==> src/sv/dtr_pkg.sv <==
// Shared types, register indexes and helpers for the divider/timer block.
// No dependencies.
package dtr_pkg;

  localparam logic [7:0] TIMER_MAX = 8'hFF;

  // clock_select codes
  localparam logic [1:0] SEL_BIT10 = 2'd0;
  localparam logic [1:0] SEL_BIT4  = 2'd1;
  localparam logic [1:0] SEL_BIT6  = 2'd2;
  localparam logic [1:0] SEL_BIT8  = 2'd3;

  typedef enum logic [1:0] {
    REG_TIMER_ENABLE = 2'd0,
    REG_CLOCK_SELECT = 2'd1,
    REG_RELOAD_VALUE = 2'd2
  } reg_index_t;

  typedef enum logic {
    ACT_TICK  = 1'b0,
    ACT_WRITE = 1'b1
  } action_t;

  // One input word.
  typedef struct packed {
    logic       action;
    logic [7:0] cycles;
    logic [7:0] write_value;
  } in_word_t;

  // One result word.
  typedef struct packed {
    logic [7:0] divider_value;
    logic [7:0] counter_value;
    logic       timer_irq;
    logic       reload_done;
  } out_word_t;

  // Counter bit watched for each clock select code.
  function automatic logic [15:0] watched_bit(input logic [1:0] sel);
    logic [15:0] m;
    case (sel)
      SEL_BIT10: m = 16'h0400;
      SEL_BIT4:  m = 16'h0010;
      SEL_BIT6:  m = 16'h0040;
      default:   m = 16'h0100;
    endcase
    return m;
  endfunction

endpackage

==> src/sv/dtr_in_reg.sv <==
// Input register stage: holds one accepted word until the core takes it.
// Depends on dtr_pkg.
module dtr_in_reg (
  input  logic              clk,
  input  logic              rst_n,
  input  logic              in_valid,
  output logic              in_stall,
  input  dtr_pkg::in_word_t in_word,
  output logic              held_valid,
  output dtr_pkg::in_word_t held_word,
  input  logic              take
);
  import dtr_pkg::*;

  logic     valid_r;
  in_word_t word_r;
  logic     load;

  // Empty, or emptying this cycle: room for a new word.
  assign in_stall   = valid_r && !take;
  assign load       = in_valid && !in_stall;
  assign held_valid = valid_r;
  assign held_word  = word_r;

  always_ff @(posedge clk) begin
    if (!rst_n) begin
      valid_r <= 1'b0;
    end else if (load) begin
      valid_r <= 1'b1;
    end else if (take) begin
      valid_r <= 1'b0;
    end
  end

  always_ff @(posedge clk) begin
    if (load) begin
      word_r <= in_word;
    end
  end

endmodule

==> src/sv/dtr_core.sv <==
// Timer state, configuration registers and the per-word update logic.
// Depends on dtr_pkg.
module dtr_core #(
  parameter int RELOAD_DELAY = 4
) (
  input  logic               clk,
  input  logic               rst_n,
  input  logic               cfg_wr_en,
  input  logic [1:0]         cfg_index,
  input  logic [7:0]         cfg_wdata,
  input  logic               fire,
  input  dtr_pkg::in_word_t  word,
  output dtr_pkg::out_word_t result
);
  import dtr_pkg::*;

  localparam logic [7:0] DELAY = 8'(RELOAD_DELAY);

  logic        en_r;
  logic [1:0]  sel_r;
  logic [7:0]  reload_r;

  logic [15:0] sys_r,  sys_nxt;
  logic [7:0]  cnt_r,  cnt_nxt;
  logic        pend_r, pend_nxt;
  logic [7:0]  rem_r,  rem_nxt;

  logic        rld_fire;
  logic [7:0]  cnt_a;
  logic        edge_hit;
  logic        irq;

  always_comb begin
    sys_nxt  = sys_r;
    cnt_nxt  = cnt_r;
    pend_nxt = pend_r;
    rem_nxt  = rem_r;
    rld_fire = 1'b0;
    edge_hit = 1'b0;
    irq      = 1'b0;
    cnt_a    = cnt_r;
    if (word.action == ACT_WRITE) begin
      cnt_nxt = word.write_value;
    end else begin
      sys_nxt = sys_r + {8'd0, word.cycles};
      // countdown: fires once the remaining cycles are used up
      rld_fire = pend_r && (word.cycles >= rem_r);
      if (rld_fire) begin
        cnt_a    = reload_r;
        pend_nxt = 1'b0;
        rem_nxt  = 8'd0;
      end else if (pend_r) begin
        rem_nxt = rem_r - word.cycles;
      end
      // reload first, then the increment and overflow test act on the reloaded value
      edge_hit = en_r && |((sys_r ^ sys_nxt) & watched_bit(sel_r));
      cnt_nxt  = cnt_a;
      if (edge_hit) begin
        if (cnt_a == TIMER_MAX) begin
          cnt_nxt  = 8'd0;
          pend_nxt = 1'b1;
          rem_nxt  = DELAY;
          irq      = 1'b1;
        end else begin
          cnt_nxt = cnt_a + 8'd1;
        end
      end
    end
    result.divider_value = sys_nxt[15:8];
    result.counter_value = cnt_nxt;
    result.timer_irq     = irq;
    result.reload_done   = rld_fire;
  end

  always_ff @(posedge clk) begin
    if (!rst_n) begin
      sys_r  <= '0;
      cnt_r  <= '0;
      pend_r <= 1'b0;
      rem_r  <= '0;
    end else if (fire) begin
      sys_r  <= sys_nxt;
      cnt_r  <= cnt_nxt;
      pend_r <= pend_nxt;
      rem_r  <= rem_nxt;
    end
  end

  always_ff @(posedge clk) begin
    if (!rst_n) begin
      en_r     <= 1'b0;
      sel_r    <= 2'd0;
      reload_r <= 8'd0;
    end else if (cfg_wr_en) begin
      unique case (cfg_index)
        REG_TIMER_ENABLE: en_r     <= cfg_wdata[0];
        REG_CLOCK_SELECT: sel_r    <= cfg_wdata[1:0];
        REG_RELOAD_VALUE: reload_r <= cfg_wdata;
        default: ;
      endcase
    end
  end

endmodule

==> src/sv/dtr_out_reg.sv <==
// Result register: holds one result word until the consumer takes it.
// Depends on dtr_pkg.
module dtr_out_reg (
  input  logic               clk,
  input  logic               rst_n,
  input  logic               load,
  input  dtr_pkg::out_word_t word,
  output logic               can_load,
  output logic               out_valid,
  input  logic               out_stall,
  output dtr_pkg::out_word_t held_word
);
  import dtr_pkg::*;

  logic      valid_r;
  out_word_t word_r;

  assign can_load  = !valid_r || !out_stall;
  assign out_valid = valid_r;
  assign held_word = word_r;

  always_ff @(posedge clk) begin
    if (!rst_n) begin
      valid_r <= 1'b0;
    end else if (can_load) begin
      valid_r <= load;
    end
  end

  always_ff @(posedge clk) begin
    if (load) begin
      word_r <= word;
    end
  end

endmodule

==> src/sv/divider_timer_with_reload.sv <==
// Divider and timer with delayed reload: top level.
// Path: an accepted word waits in the input register, then the core result is loaded
// into the result register; out_stall alone holds words back in either register.
// Throughput: one word per cycle while out_stall is low; the timer state updates in one pass per word.
// Reset (rst_n, synchronous, active low) clears counters, reload state,
// configuration registers and both stage valids.
// Depends on dtr_pkg, dtr_in_reg, dtr_core, dtr_out_reg.
module divider_timer_with_reload #(
  parameter int RELOAD_DELAY = 4
) (
  input  logic       clk,
  input  logic       rst_n,
  // configuration write port
  input  logic       cfg_wr_en,
  input  logic [1:0] cfg_index,
  input  logic [7:0] cfg_wdata,
  // input channel
  input  logic       in_valid,
  output logic       in_stall,
  input  logic       in_action,
  input  logic [7:0] in_cycles,
  input  logic [7:0] in_write_value,
  // result channel
  output logic       out_valid,
  input  logic       out_stall,
  output logic [7:0] out_divider_value,
  output logic [7:0] out_counter_value,
  output logic       out_timer_irq,
  output logic       out_reload_done
);
  import dtr_pkg::*;

  in_word_t  in_word;
  in_word_t  held_word;
  logic      held_valid;
  out_word_t core_word;
  out_word_t res_word;
  logic      can_load;
  logic      fire;

  assign in_word.action      = in_action;
  assign in_word.cycles      = in_cycles;
  assign in_word.write_value = in_write_value;

  // A held word moves into the core when the result register has room;
  // the state update and the result load happen on the same edge.
  assign fire = held_valid && can_load;

  dtr_in_reg u_in (
    .clk        (clk),
    .rst_n      (rst_n),
    .in_valid   (in_valid),
    .in_stall   (in_stall),
    .in_word    (in_word),
    .held_valid (held_valid),
    .held_word  (held_word),
    .take       (fire)
  );

  dtr_core #(
    .RELOAD_DELAY (RELOAD_DELAY)
  ) u_core (
    .clk       (clk),
    .rst_n     (rst_n),
    .cfg_wr_en (cfg_wr_en),
    .cfg_index (cfg_index),
    .cfg_wdata (cfg_wdata),
    .fire      (fire),
    .word      (held_word),
    .result    (core_word)
  );

  dtr_out_reg u_out (
    .clk       (clk),
    .rst_n     (rst_n),
    .load      (fire),
    .word      (core_word),
    .can_load  (can_load),
    .out_valid (out_valid),
    .out_stall (out_stall),
    .held_word (res_word)
  );

  assign out_divider_value = res_word.divider_value;
  assign out_counter_value = res_word.counter_value;
  assign out_timer_irq     = res_word.timer_irq;
  assign out_reload_done   = res_word.reload_done;

endmodule
==> config.mk <==
export PLATFORM = sky130hd
export DESIGN_NAME = divider_timer_with_reload
export DESIGN_NICKNAME = d
export VERILOG_FILES = /design/src/sv/dtr_pkg.sv /design/src/sv/dtr_in_reg.sv /design/src/sv/dtr_core.sv /design/src/sv/dtr_out_reg.sv /design/src/sv/divider_timer_with_reload.sv
export SDC_FILE = /design/constraint.sdc
export NUM_CORES = 1
export LEC_CHECK = 0
export BUFFER_PORTS_ARGS = -buffer_cell sky130_fd_sc_hd__buf_2
export CORE_ASPECT_RATIO = 1.5
export CORE_MARGIN = 4
export CORE_UTILIZATION = 40
export DETAILED_ROUTE_END_ITERATION = 7
export SLEW_MARGIN = 5
export SYNTH_ARGS = -nofsm -noshare
export SYNTH_HDL_FRONTEND = slang
export SYNTH_SLANG_ARGS = --single-unit
export TNS_END_PERCENT = 20
==> constraint.sdc <==
create_clock -name clk -period 4.3 [get_ports clk]
set_input_delay 0.43 -clock clk [delete_from_list [all_inputs] [get_ports clk]]
set_output_delay 0.43 -clock clk [all_outputs]
set_load 0.05 [all_outputs]
==> results.yml <==
clocking:
  quantity_of_gates_resized_following_cts: 0
  cts_tree: "done"
  worstSkewPairLatency_ns: 0.34
  cts.sinks: 81
  cts_root_buffer: "sky130_fd_sc_hd__clkbuf_16"
  clk_pin_slew_worst_paths_ns: 0.06
  cts_inserted_buffers: 9
  clock_tree.buffer_depth: 2
  cts_hold_buf: 0
  post_cts_buffers: 0
  clock_tree.htree_level_count: 3
sta:
  slew_viols_final: 0
  post-route-period-util: 0.760
  report.final.hold_viol_count: 0
  final.setup.tns_ns: 0
  slew_headroom: 0.472
  fmax_mhz: 306
  grt_setup_unrepaired: "no"
  setup_viol_count_final: 0
  worst_pin_slew_ns: 0.792
  finalWorstPathRequiredPeriod_ns: 3.27
  fin_skew_ns: 0.00541
floorplan:
  core_region_area_sq_mm: 0.0106
  rows: 46
  die_x_um: 93.1
  die_area_sq_mm: 0.0126
  initial_utilization: 0.410
  dieHeight_um: 136
  io_pins: 52
cells_and_area:
  layout.core_utilization: 0.479
  areaGrowthSynthToFinish_pct: 16.8
  multiInputGateArea_sq_mm: 0.00219
  layout_commonest_cell: "sky130_fd_sc_hd__buf_2"
  fillCellCount: 1029
  final_cell_mix: "sky130_fd_sc_hd__buf_2, sky130_fd_sc_hd__nand2_1, sky130_fd_sc_hd__dfxtp_1, sky130_fd_sc_hd__nor2_1, sky130_fd_sc_hd__edfxtp_1"
  diodes: 0
  layout-drive-gt1-share: 0.189
  finalNonFillerCells: 631
  finalNetCount: 533
  sequential_cell_area_sq_mm: 0.00197
critical_path:
  cp_max_fo: 8
  worstSetupPathDepth: 13
  r2r.worst_path.cells: 13
  crit_path_top_delay_cell: "sky130_fd_sc_hd__o41ai_4"
  setup.reg_to_reg.worst_slack_ns: 1.03
  timing.critical_path.cells: "inv_1, ha_1, nor2b_4, o21ai_4, a21oi_2, o41ai_4, mux2_2, ha_1, inv_1, a211oi_4, and2_4, nor3_4, a32o_1"
  worst_path_largest_cell_delay_ns: 0.48
  regToRegEndpoint: "u_core.rem_r[5]$_SDFFE_PN0P_"
  worst_setup_path_start_kind: "register"
  criticalPathCategory: "reg -> reg"
  critical_path_arrival_ns: 3.55
  cp.required_ns: 4.58
  critical_path_s_top_delay_family: "compound AO/OA/AOI/OAI gates"
  r2r_start: "u_in.held_word[10]$_DFFE_PP_"
  wp_buf_inv: 2
  critical_path.endpoint_type: "register"
logic_synthesis:
  syn_area_sq_mm: 0.00434
  synth-warning-count: 0
  synthArstFlopShare: 0
  netlist-cell-type-count: 61
  synth_top_cell_by_area: "sky130_fd_sc_hd__edfxtp_1"
  synth_flop_cell: "sky130_fd_sc_hd__dfxtp_1"
  syn_nets: 480
  average_size_of_a_mapped_cell_sq_um: 10.1
  ys_seq_elements: 81
  number_of_enable_flip_flop_cells_after_synthesis: 35
  synth-seq-area-share: 0.454
  synth.top_cells.by_area: "sky130_fd_sc_hd__edfxtp_1, sky130_fd_sc_hd__dfxtp_1, sky130_fd_sc_hd__ha_1"
  top_cell_type_s_share_of_synthesized_area: 0.242
  synth_cells: 429
power:
  intPower_uw: 1470
  share_clk_of_total_power: 0.453
  sw_frac_of_total: 0.234
  power.sequential.fraction: 0.449
  power_leakage_uw: 0.00207
  power.density_mw_per_mm2: 378
  power_switching_uw: 448
  vdd.ir_drop.worst_mv: 0.183
  p_comb_frac: 0.098
place:
  placed_insts: 615
  dp_hpwl_mm: 6.99
  place.port_buffers: 51
  gp_congestion: 0.875
global_route:
  groute.usage.overall: 0.161
  grt_pass1_wl_mm: 16.0
  initial_antenna_violation_count: 0
  first_global_vias: 3365
  total_grt_overflow: 0
  grt_start_max_net_pins: 34
routing:
  totalWireLength_mm: 9.65
  avgRoutedWirePerCell_um: 15.3
  drt-vias-per-instance: 5.19
  detail_route.iter0.violations: 157
  drcViolationCount: 0
  drt_pre_antenna_iters: 6
  routed-via-count: 3277
  ant_nets: 0
run_status:
  status: "finished, final reports clean"
hold_path:
  hold-path-cell-count: 1
  hold_class: "in -> reg"
  holdPathEnd: "u_in.held_word[2]$_DFFE_PP_"
  hold_path_startpoint: "in_write_value[2]"
flow_run:
  maxcap_violations: 0
-- cells in the mapped netlist, types with 5 or more instances --
cell type / count
sky130_fd_sc_hd__a21oi_1: 25
sky130_fd_sc_hd__a211oi_1: 5
sky130_fd_sc_hd__a32o_1: 7
sky130_fd_sc_hd__a211o_1: 5
sky130_fd_sc_hd__a21o_1: 7
sky130_fd_sc_hd__o21ai_0: 17
sky130_fd_sc_hd__and3_1: 7
sky130_fd_sc_hd__edfxtp_1: 35
sky130_fd_sc_hd__nor2b_1: 8
sky130_fd_sc_hd__nand4_1: 7
sky130_fd_sc_hd__nand2_1: 48
sky130_fd_sc_hd__nor2_1: 38
sky130_fd_sc_hd__xnor2_1: 17
sky130_fd_sc_hd__clkbuf_1: 11
sky130_fd_sc_hd__ha_1: 17
sky130_fd_sc_hd__xor2_1: 11
sky130_fd_sc_hd__mux2i_1: 21
sky130_fd_sc_hd__dfxtp_1: 46
sky130_fd_sc_hd__inv_1: 26
sky130_fd_sc_hd__nand3_1: 8
-- worst max-delay path by stage --
stage                                 startpoint                            to  slack (ns)
finish              u_in.held_word[10]$_DFFE_PP_  u_core.rem_r[5]$_SDFFE_PN0P_        1.03
global route         u_in.held_word[8]$_DFFE_PP_  u_core.rem_r[5]$_SDFFE_PN0P_        0.83
CTS                 u_in.held_word[10]$_DFFE_PP_  u_core.rem_r[5]$_SDFFE_PN0P_        0.99
detailed placement  u_in.held_word[10]$_DFFE_PP_  u_core.rem_r[5]$_SDFFE_PN0P_        1.02
global placement    u_in.held_word[10]$_DFFE_PP_  u_core.rem_r[7]$_SDFFE_PN0P_        1.04
floorplan           u_in.held_word[10]$_DFFE_PP_  u_core.rem_r[3]$_SDFFE_PN0P_        1.02
-- logic make-up (layout without fill, tap and decap cells) --
family | Yosys count | in the layout | share of synthesized area
compound gates | 93 | 93 | 0.165
buf+inv | 40 | 98 | 0.0403
fa+ha+maj | 19 | 19 | 0.0582
flops | 81 | 81 | 0.454
mux | 25 | 25 | 0.0597
simple gates | 142 | 142 | 0.161
xor+xnor | 29 | 29 | 0.0617
-- per-layer routing --
metal,share of wire,wire length [um],GRT usage,vias to the layer above
li1,-,-,-,1628
met1,0.44,4230,0.188,1573
met2,0.51,4920,0.280,59
met3,0.034,330,0.0417,17
met4,0.017,167,0.0644,0
met5,0,0,0,-
-- stage by stage --
stage / hold WS (ns) / setup slack [ns] / total power [uW] / cell area (sq um)
5_1_grt: 0.250 / 0.834 / 2000 / 5070
2_1_floorplan: 0.436 / 1.02 / 1010 / 4340
3_5_place_dp: 0.454 / 1.02 / 1060 / 4740
3_3_place_gp: 0.448 / 1.04 / 1060 / 4740
4_1_cts: 0.253 / 0.990 / 1940 / 5070
6_report: 0.265 / 1.03 / 1920 / 5070
-- layout make-up --
type	instances	share of cell area
clock buffers	9	0.0444
clock inverters	7	0.0215
inverters	26	0.0192
multi-input cells	308	0.433
flip-flops and latches	81	0.389
well taps	144	0.0355
repair buffers	56	0.0577
-- worst reg2reg max path, cell delays in order (launching register included) --
cell and delay, ns:
sky130_fd_sc_hd__edfxtp_1 0.40, sky130_fd_sc_hd__inv_1 0.07, sky130_fd_sc_hd__ha_1 0.35, sky130_fd_sc_hd__nor2b_4 0.15, sky130_fd_sc_hd__o21ai_4 0.14, sky130_fd_sc_hd__a21oi_2 0.09, sky130_fd_sc_hd__o41ai_4 0.48, sky130_fd_sc_hd__mux2_2 0.41
sky130_fd_sc_hd__ha_1 0.18, sky130_fd_sc_hd__inv_1 0.09, sky130_fd_sc_hd__a211oi_4 0.07, sky130_fd_sc_hd__and2_4 0.26, sky130_fd_sc_hd__nor3_4 0.36, sky130_fd_sc_hd__a32o_1 0.18
-- power by group through the flow --
stage          combinational [uW]  sequential (uW)  clock [uW]
4_1_cts                       190              860         888
3_3_place_gp                  184              877           0
6_report                      187              860         868
5_1_grt                       206              863         930
3_5_place_dp                  189              876           0
2_1_floorplan                 109              897           0
-- registers in the layout (all words and copies together), names as in the netlist --
| signal | cells |
|---|---|
| u_out.held_word | 18 |
| u_in.held_word | 17 |
| u_core.sys_r | 16 |
| u_core.cnt_r | 8 |
| u_core.reload_r | 8 |
| u_core.rem_r | 8 |
| u_core.sel_r | 2 |
| u_core.en_r | 1 |
| u_core.pend_r | 1 |
| u_in.held_valid | 1 |
| u_out.out_valid | 1 |
Power figures use the tool's default switching activity.
